## config.mk

```make
export PLATFORM = sky130hd
export DESIGN_NAME = canopen_sdo_client_unit
export DESIGN_NICKNAME = d
export VERILOG_FILES = /design/src/hdl/cso_pkg.sv /design/src/hdl/cso_buf.sv /design/src/hdl/cso_front.sv /design/src/hdl/cso_back.sv /design/src/hdl/canopen_sdo_client_unit.sv
export SDC_FILE = /design/constraint.sdc
export NUM_CORES = 2
export LEC_CHECK = 0
export ABC_AREA = 1
export ABC_CLOCK_PERIOD_IN_PS = 12300
export BUFFER_PORTS_ARGS = -buffer_cell sky130_fd_sc_hd__buf_2
export CORE_MARGIN = 4
export CORE_UTILIZATION = 40
export DETAILED_ROUTE_END_ITERATION = 7
export GPL_ROUTABILITY_DRIVEN = 0
export GPL_TIMING_DRIVEN = 0
export PLACE_DENSITY = 0.58
export SETUP_SLACK_MARGIN = 0.3
export SYNTH_ARGS = -nofsm -noshare
export SYNTH_HDL_FRONTEND = slang
export SYNTH_SLANG_ARGS = --single-unit
export TNS_END_PERCENT = 20
```

## constraint.sdc

```tcl
create_clock -name clk -period 12.3 [get_ports clk]
set_clock_uncertainty 0.05 [all_clocks]
set_input_delay 1.23 -clock clk [delete_from_list [all_inputs] [get_ports clk]]
set_output_delay 1.23 -clock clk [all_outputs]
set_load 0.005 [all_outputs]
```

## src/hdl/cso_pkg.sv

```systemverilog
`timescale 1ns / 1ps
package cso_pkg;

  // default buffer size in bytes
  localparam int BUFFER_BYTES_DEF = 256;
  // buffer address width: covers transfer position plus one segment
  localparam int AW = 10;
  localparam int COB_W = 11;
  localparam logic [COB_W-1:0] COB_RESET = 11'd1536;

  // host commands
  localparam logic [2:0] CMD_UPLOAD   = 3'd0;
  localparam logic [2:0] CMD_DOWNLOAD = 3'd1;
  localparam logic [2:0] CMD_RESP     = 3'd2;
  localparam logic [2:0] CMD_TIMEOUT  = 3'd3;
  localparam logic [2:0] CMD_WRITE    = 3'd4;
  localparam logic [2:0] CMD_READ     = 3'd5;

  // result status
  localparam logic [2:0] ST_OK      = 3'd0;
  localparam logic [2:0] ST_DONE    = 3'd1;
  localparam logic [2:0] ST_ABORT   = 3'd2;
  localparam logic [2:0] ST_SIZE    = 3'd3;
  localparam logic [2:0] ST_TOGGLE  = 3'd4;
  localparam logic [2:0] ST_TIMEOUT = 3'd5;
  localparam logic [2:0] ST_SMALL   = 3'd6;
  localparam logic [2:0] ST_BADCMD  = 3'd7;

  // SDO command specifiers
  localparam logic [7:0] CS_UP_INIT = 8'h40;
  localparam logic [7:0] CS_UP_SEG  = 8'h60;
  localparam logic [7:0] CS_DN_INIT = 8'h21;
  localparam logic [7:0] CS_DN_EXP  = 8'h23;
  localparam logic [7:0] CS_ABORT   = 8'h80;

  typedef enum logic [2:0] {
    PH_IDLE, PH_UP_INIT, PH_UP_SEG, PH_DN_EXP, PH_DN_INIT, PH_DN_SEG
  } phase_t;

  typedef enum logic [2:0] {
    KD_UPLOAD, KD_DOWNLOAD, KD_RESP, KD_TIMEOUT, KD_WRITE, KD_READ, KD_BAD
  } kind_t;

  typedef struct packed {
    logic [2:0]  cmd;
    logic [15:0] object_index;
    logic [7:0]  object_subindex;
    logic [8:0]  transfer_size;
    logic [63:0] rx_frame;
    logic [7:0]  buffer_address;
    logic [7:0]  buffer_byte;
  } in_item_t;

  typedef struct packed {
    logic        tx_valid;
    logic [10:0] tx_id;
    logic [63:0] tx_frame;
    logic [2:0]  status;
    logic [31:0] abort_code;
    logic [7:0]  read_data;
    logic [8:0]  byte_count;
  } out_item_t;

  // classified item held in the queue
  typedef struct packed {
    kind_t       kind;
    logic [15:0] index;
    logic [7:0]  sub;
    logic [8:0]  size;
    logic [63:0] rx;
    logic [7:0]  addr;
    logic        addr_ok;
    logic [7:0]  wbyte;
  } q_item_t;

  // buffer access request: run of up to seven bytes from a base address
  typedef struct packed {
    logic [AW-1:0]   wbase;
    logic [2:0]      wn;
    logic [7:0][7:0] wdat;
    logic [AW-1:0]   rbase;
  } buf_req_t;

endpackage

```

## src/hdl/cso_buf.sv

```systemverilog
`timescale 1ns / 1ps
module cso_buf import cso_pkg::*; #(
  parameter int BUFFER_BYTES = BUFFER_BYTES_DEF
) (
  input  logic            clk,
  input  buf_req_t        req,
  input  logic            rd_en,
  output logic [7:0][7:0] rd_q
);

  localparam int DEPTH = BUFFER_BYTES / 8;
  localparam int RW = (DEPTH > 1) ? $clog2(DEPTH) : 1;

  // eight byte banks, interleaved by address bits 2..0
  for (genvar b = 0; b < 8; b++) begin : g_bank
    logic [7:0]    mem [DEPTH];
    logic [2:0]    wk, rk;
    logic [AW-1:0] wa, ra;
    logic          we;

    always_comb begin
      wk = 3'(b) - req.wbase[2:0];
      rk = 3'(b) - req.rbase[2:0];
      wa = req.wbase + AW'(wk);
      ra = req.rbase + AW'(rk);
      we = wk < req.wn;
    end

    always_ff @(posedge clk) begin
      if (we) begin
        mem[RW'(wa >> 3)] <= req.wdat[wk];
      end
      if (rd_en) begin
        rd_q[b] <= mem[RW'(ra >> 3)];
      end
    end
  end

endmodule

```

## src/hdl/cso_front.sv

```systemverilog
`timescale 1ns / 1ps
module cso_front import cso_pkg::*; #(
  parameter int BUFFER_BYTES = BUFFER_BYTES_DEF
) (
  input  logic     clk,
  input  logic     rst_n,
  input  logic     in_valid,
  output logic     in_stall,
  input  in_item_t in_data,
  output logic     q_valid,
  output q_item_t  q_head,
  input  logic     q_pop
);

  q_item_t    ent_r [2];
  logic [1:0] count_r, count_nxt;
  logic       wp_r, rp_r;
  logic       push;
  q_item_t    cls;

  assign in_stall = count_r == 2'd2;
  assign push     = in_valid && !in_stall;
  assign q_valid  = count_r != 2'd0;
  assign q_head   = ent_r[rp_r];

  // classify the command; a start with an unusable size is a bad command
  always_comb begin
    cls.index   = in_data.object_index;
    cls.sub     = in_data.object_subindex;
    cls.size    = in_data.transfer_size;
    cls.rx      = in_data.rx_frame;
    cls.addr    = in_data.buffer_address;
    cls.addr_ok = int'(in_data.buffer_address) < BUFFER_BYTES;
    cls.wbyte   = in_data.buffer_byte;
    case (in_data.cmd)
      CMD_UPLOAD, CMD_DOWNLOAD: begin
        if (in_data.transfer_size == 9'd0 || int'(in_data.transfer_size) > BUFFER_BYTES) begin
          cls.kind = KD_BAD;
        end else if (in_data.cmd == CMD_UPLOAD) begin
          cls.kind = KD_UPLOAD;
        end else begin
          cls.kind = KD_DOWNLOAD;
        end
      end
      CMD_RESP:    cls.kind = KD_RESP;
      CMD_TIMEOUT: cls.kind = KD_TIMEOUT;
      CMD_WRITE:   cls.kind = KD_WRITE;
      CMD_READ:    cls.kind = KD_READ;
      default:     cls.kind = KD_BAD;
    endcase
  end

  always_comb begin
    count_nxt = count_r;
    if (push && !q_pop) begin
      count_nxt = count_r + 2'd1;
    end else if (!push && q_pop) begin
      count_nxt = count_r - 2'd1;
    end
  end

  // two-entry queue
  always_ff @(posedge clk) begin
    if (!rst_n) begin
      count_r <= 2'd0;
      wp_r    <= 1'b0;
      rp_r    <= 1'b0;
    end else begin
      count_r <= count_nxt;
      if (push) begin
        wp_r <= ~wp_r;
      end
      if (q_pop) begin
        rp_r <= ~rp_r;
      end
    end
  end

  always_ff @(posedge clk) begin
    if (push) begin
      ent_r[wp_r] <= cls;
    end
  end

endmodule

```

## src/hdl/cso_back.sv

```systemverilog
`timescale 1ns / 1ps
module cso_back import cso_pkg::*; (
  input  logic            clk,
  input  logic            rst_n,
  input  logic            q_valid,
  input  q_item_t         q_head,
  output logic            q_pop,
  input  logic [COB_W-1:0] cob_id,
  output logic            out_valid,
  input  logic            out_stall,
  output out_item_t       out_data,
  output buf_req_t        buf_req,
  output logic            rd_en,
  input  logic [7:0][7:0] rd_q
);

  // transfer state
  phase_t      phase_r, phase_nxt;
  logic        toggle_r, toggle_nxt;
  logic [8:0]  done_r, done_nxt;
  logic [8:0]  total_r, total_nxt;

  // result stage
  logic        v2_r;
  logic        txv2_r, txv2_nxt;
  logic [63:0] hdr2_r, hdr2_nxt;
  logic [2:0]  st2_r, st2_nxt;
  logic [31:0] code2_r, code2_nxt;
  logic [8:0]  cnt2_r;
  logic [2:0]  rlo2_r, rlo2_nxt;
  logic [6:0]  rmask2_r, rmask2_nxt;
  logic        off4_2_r, off4_2_nxt;
  logic        rdsel2_r, rdsel2_nxt;
  logic [COB_W-1:0] id2_r;

  logic        adv, fire;
  logic [7:0]  b0;
  logic        abort_f, tog_bad, size_bad, small_f;
  logic [8:0]  left_cur, dn_done, dn_left;
  logic [2:0]  n_cur, dn_n, nseg, wseg, nexp;
  logic        dn_tog;
  logic [63:0] frame;
  logic [2:0]  pos;

  assign adv   = !v2_r || !out_stall;
  assign fire  = q_valid && adv;
  assign q_pop = fire;
  assign rd_en = adv;

  // response decode
  always_comb begin
    b0       = q_head.rx[7:0];
    abort_f  = b0 == CS_ABORT;
    tog_bad  = (b0[4] != toggle_r) && (phase_r == PH_UP_SEG || phase_r == PH_DN_SEG);
    nexp     = (total_r < 9'd4) ? total_r[2:0] : 3'd4;
    size_bad = b0[0] && (total_r != 9'(3'd4 - {1'b0, b0[3:2]}));
    small_f  = 32'(total_r) < q_head.rx[63:32];
    left_cur = total_r - done_r;
    n_cur    = (left_cur <= 9'd7) ? left_cur[2:0] : 3'd7;
    nseg     = 3'd7 - b0[3:1];
    wseg     = (left_cur < 9'(nseg)) ? left_cur[2:0] : nseg;
    // next download segment, after this response's update
    dn_done  = (phase_r == PH_DN_SEG) ? done_r + 9'(n_cur) : done_r;
    dn_tog   = (phase_r == PH_DN_SEG) ? ~toggle_r : toggle_r;
    dn_left  = total_r - dn_done;
    dn_n     = (dn_left <= 9'd7) ? dn_left[2:0] : 3'd7;
  end

  // next phase
  always_comb begin
    phase_nxt = phase_r;
    if (fire) begin
      case (q_head.kind)
        KD_UPLOAD: begin
          if (phase_r == PH_IDLE) phase_nxt = PH_UP_INIT;
        end
        KD_DOWNLOAD: begin
          if (phase_r == PH_IDLE) begin
            phase_nxt = (q_head.size <= 9'd4) ? PH_DN_EXP : PH_DN_INIT;
          end
        end
        KD_RESP: begin
          if (phase_r != PH_IDLE) begin
            if (abort_f) begin
              phase_nxt = PH_IDLE;
            end else begin
              case (phase_r)
                PH_UP_INIT: phase_nxt = (b0[1] || small_f) ? PH_IDLE : PH_UP_SEG;
                PH_UP_SEG:  phase_nxt = (tog_bad || b0[0]) ? PH_IDLE : PH_UP_SEG;
                PH_DN_INIT: phase_nxt = PH_DN_SEG;
                PH_DN_SEG: begin
                  phase_nxt = (tog_bad || left_cur <= 9'd7) ? PH_IDLE : PH_DN_SEG;
                end
                default:    phase_nxt = PH_IDLE;
              endcase
            end
          end
        end
        KD_TIMEOUT: phase_nxt = PH_IDLE;
        default:    phase_nxt = phase_r;
      endcase
    end
  end

  // datapath, buffer access and result fields
  always_comb begin
    toggle_nxt  = toggle_r;
    done_nxt    = done_r;
    total_nxt   = total_r;
    txv2_nxt    = 1'b0;
    hdr2_nxt    = '0;
    st2_nxt     = ST_OK;
    code2_nxt   = '0;
    rlo2_nxt    = '0;
    rmask2_nxt  = '0;
    off4_2_nxt  = 1'b0;
    rdsel2_nxt  = 1'b0;
    buf_req     = '0;
    if (fire) begin
      case (q_head.kind)
        KD_UPLOAD, KD_DOWNLOAD: begin
          if (phase_r != PH_IDLE) begin
            st2_nxt = ST_BADCMD;
          end else begin
            total_nxt  = q_head.size;
            done_nxt   = '0;
            toggle_nxt = 1'b0;
            txv2_nxt   = 1'b1;
            hdr2_nxt[31:8] = {q_head.sub, q_head.index};
            if (q_head.kind == KD_UPLOAD) begin
              hdr2_nxt[7:0] = CS_UP_INIT;
            end else if (q_head.size <= 9'd4) begin
              hdr2_nxt[7:0] = CS_DN_EXP + {4'd0, 2'(3'd4 - q_head.size[2:0]), 2'd0};
              off4_2_nxt = 1'b1;
              for (int k = 0; k < 4; k++) begin
                rmask2_nxt[k] = 9'(k) < q_head.size;
              end
            end else begin
              hdr2_nxt[7:0]   = CS_DN_INIT;
              hdr2_nxt[40:32] = q_head.size;
            end
          end
        end
        KD_RESP: begin
          if (phase_r != PH_IDLE) begin
            if (abort_f) begin
              st2_nxt   = ST_ABORT;
              code2_nxt = q_head.rx[63:32];
            end else begin
              case (phase_r)
                PH_UP_INIT: begin
                  if (b0[1]) begin
                    if (size_bad) begin
                      st2_nxt = ST_SIZE;
                    end else begin
                      buf_req.wn = nexp;
                      for (int k = 0; k < 4; k++) begin
                        buf_req.wdat[k] = q_head.rx[8*(k+4) +: 8];
                      end
                      done_nxt = 9'(nexp);
                      st2_nxt  = ST_DONE;
                    end
                  end else if (small_f) begin
                    st2_nxt = ST_SMALL;
                  end else begin
                    txv2_nxt      = 1'b1;
                    hdr2_nxt[7:0] = CS_UP_SEG | {3'd0, toggle_r, 4'd0};
                  end
                end
                PH_UP_SEG: begin
                  if (tog_bad) begin
                    st2_nxt = ST_TOGGLE;
                  end else begin
                    buf_req.wbase = AW'(done_r);
                    buf_req.wn    = wseg;
                    for (int k = 0; k < 7; k++) begin
                      buf_req.wdat[k] = q_head.rx[8*(k+1) +: 8];
                    end
                    done_nxt   = done_r + 9'(wseg);
                    toggle_nxt = ~toggle_r;
                    if (b0[0]) begin
                      st2_nxt = ST_DONE;
                    end else begin
                      txv2_nxt      = 1'b1;
                      hdr2_nxt[7:0] = CS_UP_SEG | {3'd0, ~toggle_r, 4'd0};
                    end
                  end
                end
                PH_DN_EXP: begin
                  done_nxt = total_r;
                  st2_nxt  = ST_DONE;
                end
                PH_DN_INIT, PH_DN_SEG: begin
                  if (tog_bad) begin
                    st2_nxt = ST_TOGGLE;
                  end else begin
                    done_nxt   = dn_done;
                    toggle_nxt = dn_tog;
                    if (phase_r == PH_DN_SEG && left_cur <= 9'd7) begin
                      st2_nxt = ST_DONE;
                    end else begin
                      // build the next segment from the buffer
                      txv2_nxt      = 1'b1;
                      hdr2_nxt[7:0] = {3'd0, dn_tog, 3'd7 - dn_n, dn_left <= 9'd7};
                      buf_req.rbase = AW'(dn_done);
                      rlo2_nxt      = dn_done[2:0];
                      for (int k = 0; k < 7; k++) begin
                        rmask2_nxt[k] = 3'(k) < dn_n;
                      end
                    end
                  end
                end
                default: st2_nxt = ST_OK;
              endcase
            end
          end
        end
        KD_TIMEOUT: begin
          if (phase_r != PH_IDLE) st2_nxt = ST_TIMEOUT;
        end
        KD_WRITE: begin
          buf_req.wbase   = AW'(q_head.addr);
          buf_req.wn      = {2'd0, q_head.addr_ok};
          buf_req.wdat[0] = q_head.wbyte;
        end
        KD_READ: begin
          buf_req.rbase = AW'(q_head.addr);
          rlo2_nxt      = q_head.addr[2:0];
          rmask2_nxt[0] = q_head.addr_ok;
          rdsel2_nxt    = 1'b1;
        end
        default: st2_nxt = ST_BADCMD;
      endcase
    end
  end

  always_ff @(posedge clk) begin
    if (!rst_n) begin
      phase_r  <= PH_IDLE;
      toggle_r <= 1'b0;
      done_r   <= '0;
      total_r  <= '0;
      v2_r     <= 1'b0;
    end else begin
      phase_r  <= phase_nxt;
      toggle_r <= toggle_nxt;
      done_r   <= done_nxt;
      total_r  <= total_nxt;
      if (adv) v2_r <= fire;
    end
  end

  // result register, held while the receiver stalls
  always_ff @(posedge clk) begin
    if (adv) begin
      txv2_r   <= txv2_nxt;
      hdr2_r   <= hdr2_nxt;
      st2_r    <= st2_nxt;
      code2_r  <= code2_nxt;
      cnt2_r   <= done_nxt;
      rlo2_r   <= rlo2_nxt;
      rmask2_r <= rmask2_nxt;
      off4_2_r <= off4_2_nxt;
      rdsel2_r <= rdsel2_nxt;
      id2_r    <= cob_id;
    end
  end

  // place buffer bytes into the frame
  always_comb begin
    frame = hdr2_r;
    pos   = '0;
    for (int k = 0; k < 7; k++) begin
      pos = 3'(k) + (off4_2_r ? 3'd4 : 3'd1);
      if (rmask2_r[k]) begin
        frame[8*pos +: 8] = rd_q[rlo2_r + 3'(k)];
      end
    end
  end

  assign out_valid           = v2_r;
  assign out_data.tx_valid   = txv2_r;
  assign out_data.tx_id      = txv2_r ? id2_r : '0;
  assign out_data.tx_frame   = txv2_r ? frame : '0;
  assign out_data.status     = st2_r;
  assign out_data.abort_code = code2_r;
  assign out_data.read_data  = (rdsel2_r && rmask2_r[0]) ? rd_q[rlo2_r] : 8'd0;
  assign out_data.byte_count = cnt2_r;

endmodule

```

## src/hdl/canopen_sdo_client_unit.sv

```systemverilog
`timescale 1ns / 1ps
// CANopen SDO client, expedited and segmented transfers.
// Input channel (in_valid / in_stall / in_data): host commands - start upload,
// start download, server response, timeout, write or read of a buffer byte.
// Output channel (out_valid / out_stall / out_data): exactly one result beat
// per input beat, in order: request frame to send (if any), status, abort
// code, read byte and running byte count.
// Config port (cfg_*): request COB-ID at byte address 0; pready always high.
// An accepted beat is held in the queue and then in the result register
// before its result beat is on out_valid.
// Throughput: one beat per cycle while out_stall is low; each beat reads or
// writes up to seven buffer bytes together via eight interleaved byte banks.
// A two-entry queue separates the front decode from the execution stage, so
// input keeps flowing while a result waits; when the receiver stalls, the
// result register holds, the queue fills and in_stall rises.
// Reset (synchronous, rst_n low) returns to idle with counts cleared and the
// COB-ID at 0x600; buffer contents are undefined until written.
module canopen_sdo_client_unit import cso_pkg::*; #(
  parameter int BUFFER_BYTES = BUFFER_BYTES_DEF
) (
  input  logic        clk,
  input  logic        rst_n,
  input  logic        in_valid,
  output logic        in_stall,
  input  in_item_t    in_data,
  output logic        out_valid,
  input  logic        out_stall,
  output out_item_t   out_data,
  input  logic        cfg_psel,
  input  logic        cfg_penable,
  input  logic        cfg_pwrite,
  input  logic [2:0]  cfg_paddr,
  input  logic [31:0] cfg_pwdata,
  output logic [31:0] cfg_prdata,
  output logic        cfg_pready
);

  logic [COB_W-1:0] cob_r;
  logic             q_valid, q_pop, rd_en;
  q_item_t          q_head;
  buf_req_t         buf_req;
  logic [7:0][7:0]  rd_q;

  // configuration register
  assign cfg_pready = 1'b1;
  assign cfg_prdata = cfg_paddr[2] ? 32'd0 : {21'd0, cob_r};

  always_ff @(posedge clk) begin
    if (!rst_n) begin
      cob_r <= COB_RESET;
    end else if (cfg_psel && cfg_penable && cfg_pwrite && !cfg_paddr[2]) begin
      cob_r <= cfg_pwdata[COB_W-1:0];
    end
  end

  cso_front #(.BUFFER_BYTES(BUFFER_BYTES)) u_front (
    .clk      (clk),
    .rst_n    (rst_n),
    .in_valid (in_valid),
    .in_stall (in_stall),
    .in_data  (in_data),
    .q_valid  (q_valid),
    .q_head   (q_head),
    .q_pop    (q_pop)
  );

  cso_back u_back (
    .clk       (clk),
    .rst_n     (rst_n),
    .q_valid   (q_valid),
    .q_head    (q_head),
    .q_pop     (q_pop),
    .cob_id    (cob_r),
    .out_valid (out_valid),
    .out_stall (out_stall),
    .out_data  (out_data),
    .buf_req   (buf_req),
    .rd_en     (rd_en),
    .rd_q      (rd_q)
  );

  cso_buf #(.BUFFER_BYTES(BUFFER_BYTES)) u_buf (
    .clk   (clk),
    .req   (buf_req),
    .rd_en (rd_en),
    .rd_q  (rd_q)
  );

endmodule

```

* Word-level counts from Yosys, hierarchy flattened
Memories as Yosys holds them, arrays and structs flattened. A register that Yosys moved wholly into a read port is not among the register bits.
Index checks and enable logic that the tools add are counted.
** Word-level totals
- Register bits :: 147
- Memory bits (writable) :: 2280
- Input port bits :: 158
- Output and inout bits :: 163
- Logic and storage cells :: 412
- Memories :: 9
** Cells by class
- Add/sub/neg operators :: 62
- Magnitude comparators :: 41
- Equal/unequal tests :: 27
- Shift-type cells :: 14
- Muxes and demuxes :: 185
- Bitwise logic cells :: 8
- Reductions and logical operators :: 44
** Memory list
- u_buf.g_bank[0].mem :: words 32, width 8, read ports 1, clocked after Yosys merged registers in 1, wr ports 1, RTL line cso_buf.sv:16 : logic [7:0] mem [DEPTH];
- u_buf.g_bank[1].mem :: words 32, width 8, read ports 1, clocked after Yosys merged registers in 1, wr ports 1, RTL line cso_buf.sv:16
- u_buf.g_bank[2].mem :: words 32, width 8, read ports 1, clocked after Yosys merged registers in 1, wr ports 1, RTL line cso_buf.sv:16
- u_buf.g_bank[3].mem :: words 32, width 8, read ports 1, clocked after Yosys merged registers in 1, wr ports 1, RTL line cso_buf.sv:16
- u_buf.g_bank[4].mem :: words 32, width 8, read ports 1, clocked after Yosys merged registers in 1, wr ports 1, RTL line cso_buf.sv:16
- u_buf.g_bank[5].mem :: words 32, width 8, read ports 1, clocked after Yosys merged registers in 1, wr ports 1, RTL line cso_buf.sv:16
- 3 more memories
** Operator list (number)
- 2-to-1 mux 64 bit :: 8
- bitwise mux 64 bit :: 7
- variable shift 8 x 34 -> 64 bit (first input constant) :: 7
- variable part select 8 x 34 -> 64 bit :: 7
- binary-select mux 8 bit (select 3 bit) :: 15
- negator 6 -> 34 bit :: 7
- 2-to-1 mux 8 bit :: 25
- 2-to-1 mux 66 bit :: 3
- adder 8 x 3 -> 8 bit :: 16
- 2-to-1 mux 9 bit :: 10
- 2-to-1 mux 3 bit :: 27
- 2-to-1 mux 11 bit :: 6
- 2-to-1 mux 32 bit :: 2
- case mux 32 bit (2 select lines) :: 1
- less-than comparator 3 x 4 -> 1 bit (second input constant) :: 15
- 2-to-1 mux 56 bit :: 1
- 2-to-1 mux 48 bit :: 1
- case mux 3 bit (4 select lines) :: 4
- 2-to-1 mux 1 bit :: 40
- case mux 9 bit (4 select lines) :: 1
- less-than comparator 9 x 32 -> 1 bit :: 1
- 2-to-1 mux 4 bit :: 8
- case mux 8 bit (2 select lines) :: 2
- subtractor 3 bit (first input constant) :: 10
- 67 further kinds :: 157

* Logic depth before layout (Yosys ltp)
- Depth after elaboration :: 18
- Gate-level depth with buffers :: 41
- Depth with buffers taken out :: 41

* Modules after synthesis
Synthesis repeated with hierarchy kept, for this count alone.
** Unflattened totals
- Cells, all modules :: 11124
- Area total of the unflattened synthesis :: 114493.6 sq um
** Modules (own cells, without submodules)
- cso_buf :: instances 1, cells each 8771, area an instance 93163.1 sq um, sequential area each 63420.8 sq um
- cso_back :: instances 1, cells each 1821, area an instance 11767.5 sq um, sequential area each 3703.6 sq um
- cso_front :: instances 1, cells each 413, area an instance 8829.7 sq um, sequential area each 7066.8 sq um
- canopen_sdo_client_unit :: instances 1, cells each 119, area an instance 733.2 sq um, sequential area each 220.2 sq um

* Least setup slack after synthesis
OpenSTA, ideal clock, no wires.
- Kind :: in2reg
- Start :: in out_stall
- End :: mem u_buf.g_bank[5].mem[0][0] (enable)
- Library setup time :: 0.370 ns
- Data arrival time :: 9.461 ns
- Required time :: 11.880 ns
- Setup slack :: 2.419 ns
- Stages :: 18
- Path buffers :: 5
- Cells stage by stage :: nand2_1 -> o21ai_1 -> clkbuf_1 -> inv_2 -> nand3_1 -> o21ai_2 -> inv_2 -> clkbuf_1 -> clkbuf_1 -> ha_1 -> clkbuf_1 -> inv_1 -> clkbuf_1 -> ha_1 -> a21o_1 -> a31oi_1 -> nand3_1 -> nor2_1
** On the way
- Word-level cells in the longest chain between the ends :: 8
- Elaborated cells between the ends (all ways) :: 9
- Those cells by class :: add/sub: 2; order compare: 1; mux: 3; reduce/logical: 3
** Ends and longest elaborated chain
- start: declaration :: RTL line canopen_sdo_client_unit.sv:27 : input logic out_stall,
- logical NOT 1 bit (*) :: RTL line cso_back.sv:45 : assign adv = !v2_r || !out_stall;
- logical OR 1 bit (*) :: RTL line cso_back.sv:45
- logical AND 1 bit (*) :: RTL line cso_back.sv:46 : assign fire = q_valid && adv;
- 2-to-1 mux 11 bit (*) :: RTL line cso_back.sv:119 : if (fire) begin
- parallel branches: the longest is 4 deep, another holds adder 8 x 3 -> 8 bit
- end: declaration :: RTL line cso_buf.sv:16
Mark *: on every way between the ends.

==> flow_summary.json <==
{
  "layout_setup_ws_ns": 0.638,
  "ir_drop_v": 0.000136,
  "netlist_top_cells_count": "edfxtp_1 (2,452), nand2_1 (2,397), nand3_1 (1,713)",
  "die_w_um": 532,
  "wl_per_cell_um": 27.2,
  "die_area_mm2": 0.283,
  "worst_pin_slew_ns": 1.51,
  "dp.cells": 13895,
  "syn_inst": 9974,
  "crit_type": "flip-flop to flip-flop",
  "hp-start": "cob_r[4]",
  "synth_area_leaders": "edfxtp_1 (67%), nand2_1 (8.2%), nand3_1 (7.8%)",
  "h-tree-depth": 5,
  "via_count": 83327,
  "dpl_worst_slack_ns": 0.570,
  "ys_seq_area_frac": 0.679,
  "path_common_cell": "clkbuf_1",
  "period_share": 0.948,
  "routed_wirelength_um": 392000,
  "grt_antenna_before_repair": 54,
  "cts_root_buf": "clkbuf_16",
  "tns_ns": 0,
  "drive_gt1_frac": 0.102,
  "synth-seq-cells": 2491,
  "start_util": 0.404,
  "hold_viol_final": 0,
  "reg2reg_depth": 26,
  "worst-path-buf-inv": 14,
  "num_rows": 191,
  "slew_violations": 4,
  "die_y_um": 532,
  "synth_top_cell_by_area": "edfxtp_1",
  "required_ns": 12.73,
  "cts_tree": "built",
  "clkPwrFrac": 0.343,
  "drt_iter0_drc": 12298,
  "postPlaceCellArea_mm2": 0.117,
  "synth_top_cell_area_share": 0.672,
  "status": "complete, but fails checks",
  "synth_cell_types": 69,
  "port_buffers": 275,
  "layoutNonFillerInstCount": 14404,
  "synth_edf_count": 2452,
  "cts_buffers": 270,
  "switchingPower_w": 0.00766,
  "worst-path-stages": 26,
  "yosys_warnings": 0,
  "synth.avg_cell_area_um2": 11.0,
  "core-area_mm2": 0.272,
  "p_per_area_mw_per_mm2": 184,
  "path_clk_slew_ns": 0.06,
  "synth_area_mm2": 0.110,
  "drc_errors": 23,
  "reg2reg_to": "u_buf.g_bank[5].mem[16][4]",
  "rsz0062_at_grt": "false",
  "cpPeakStageDelay_ns": 0.91,
  "setup_viol": 0,
  "ctsLongestPathBuffers": 4,
  "power_frac_seq": 0.434,
  "ant_nets": 0,
  "intPower_w": 0.0156,
  "clkLatencyLatePin_ns": 0.89,
  "cap_violations": 2,
  "hold-path-endpoint": "u_back.id2_r[4]",
  "drtPass1Iterations": 8,
  "arrival_ns": 12.09,
  "nets": 10836,
  "dpl.hpwl_um": 279000,
  "maxSlewHeadroom": -0.0178,
  "cp-start-kind": "flip-flop",
  "min_path_type": "flip-flop to flip-flop",
  "holdBufCountCts": 0,
  "syn_to_final_growth_pct": 14.9,
  "p_comb_frac": 0.224,
  "crit_slowest_cell": "nor2_1",
  "grt_pass1_vias": 77709,
  "grt_max_degree": 56,
  "clock-sinks": 2491,
  "grtUsageTotal": 0.267,
  "stdcell_area_mm2": 0.126,
  "ios": 321,
  "violations": "DRC, capacitance limit, slew limit",
  "grt_overflow": 0,
  "ys_async_sr_fraction": 0,
  "cts_setup_buffers": 0,
  "critPathTopFamily": "buffers and inverters",
  "fmax_ghz": 0.0857,
  "synthMostInstantiatedCell": "edfxtp_1",
  "via_per_inst": 5.78,
  "worst-r2r-setup-slack_ns": 0.64,
  "grt_pass1_wl_um": 553000,
  "finalCriticalPeriod_ns": 11.66,
  "min_path_cells": 0,
  "path_max_fanout": 11,
  "synth_flop_cell": "edfxtp_1",
  "p_sw_frac": 0.330,
  "p_leak_nw": 47.9,
  "end_kind": "flip-flop"
}
-- timing repair --
action / in CTS / in global routing
endpoints found under the hold margin: 0 / 0
resized for setup: 0 / 8
setup endpoints to repair: 0 / 256
-- worst max path at each step --
stage,slack [ns],to,start
2_1_floorplan,2.42,u_buf.g_bank[5].mem[0][0],out_stall
3_3_place_gp,-6.03,u_buf.g_bank[0].mem[27][4],out_stall
3_5_place_dp,0.57,u_buf.g_bank[5].mem[2][7],flip-flop
4_1_cts,0.53,u_buf.g_bank[5].mem[2][1],flip-flop
5_1_grt,0.41,u_buf.g_bank[5].mem[14][1],flip-flop
6_report,0.64,u_buf.g_bank[5].mem[16][4],flip-flop
-- cell families (layout without fill, tap and decap cells) --
kind of cell,Yosys count,in the layout,synth area share
AND/OR/NAND/NOR,5209,5209,0.203
AO/OA/AOI/OAI,964,964,0.0486
flip-flops,2491,2491,0.679
multiplexers,189,189,0.0173
XOR/XNOR,86,86,0.00762
adder cells (fa/ha/maj),75,75,0.00883
other,2,59,0.0000685
buffers and inverters,958,1761,0.0364
-- metrics by stage --
step | power, W | hold WS [ns] | utilization
6_report | 0.0232 | 0.375 | 0.464
5_1_grt | 0.0239 | 0.387 | 0.464
4_1_cts | 0.0230 | 0.380 | 0.463
3_5_place_dp | 0.0152 | 0.365 | 0.432
3_3_place_gp | 0.0151 | 0.363 | 0.425
2_1_floorplan | 0.0128 | 0.358 | -
-- layout make-up --
cell class / instances / area [um^2]
multi-input combinational: 6545 / 31900
inverter: 408 / 1540
clock inverter: 151 / 1460
timing repair buffer: 337 / 2710
clock buffer: 315 / 6970
buffer: 550 / 2460
sequential: 2491 / 74400
tap: 3570 / 4470
antenna: 37 / 92.6
fill: 24528 / 146000
-- metal layers --
layer	share of wire	GRT usage	vias up
met3	0.11	0.0699	1094
li1	-	-	36443
met1	0.38	0.348	40455
met4	0.072	0.166	36
met2	0.43	0.397	5299
met5	0.00062	0	-
-- cell usage in the layout (no fill, tap or decap), types with 10 or more instances in the layout --
cell	count
o22ai_1	33
clkinv_1	68
a21oi_1	229
clkbuf_16	272
buf_4	47
o2111ai_1	10
diode_2	37
nand2_2	20
edfxtp_1	2452
mux2i_1	189
o21ai_4	45
dfxtp_1	39
buf_2	438
inv_2	30
o21ai_1	23
clkbuf_1	347
conb_1	22
nor2_1	895
o211ai_1	54
nor2_2	11
buf_1	36
xor2_1	62
bufinv_16	20
nor3_1	80
inv_1	369
nand4_1	17
buf_16	24
inv_6	11
nand2_1	2390
nand3_1	1713
o21ai_0	488
buf_12	28
ha_1	71
xnor2_1	13
nor2_4	10
clkinv_2	39
xor2_2	10
or2_2	36
-- worst reg2reg max path, delay by kind of cell, from the launching register on --
family / cells / cell delay (ns)
AO/OA/AOI/OAI: 4 / 1.70
adder cells (fa/ha/maj): 3 / 1.18
buffers and inverters: 14 / 5.54
flip-flops: 1 / 0.32
AND/OR/NAND/NOR: 5 / 2.48
-- power groups by stage --
| stage | Combinational [W] | Clock [W] | Sequential (W) |
|---|---|---|---|
| final | 0.00519 | 0.00795 | 0.0101 |
| after floorplan | 0.00266 | 0 | 0.0102 |
| after global routing | 0.00543 | 0.00837 | 0.0101 |
| after global placement | 0.00470 | 0 | 0.0104 |
| after detailed placement | 0.00495 | 0 | 0.0102 |
| after CTS | 0.00497 | 0.00800 | 0.0101 |
-- flip-flops by register name, summed over array words and instances, names as in the netlist, 2 cells and up, named ones only --
register          flops
u_back.rlo2_r         3
u_back.st2_r          3
u_back.cnt2_r         9
u_back.code2_r       32
u_back.total_r        9
u_back.done_r         9
u_back.id2_r         11
u_back.hdr2_r        40
u_front.count_r       2
u_front.ent_r       232
cob_r                11
u_back.rmask2_r       7
u_back.phase_r        3
u_buf.rd_q           64
u_buf.g_bank.mem   2048
No activity file was read; power rests on OpenSTA's default activity.
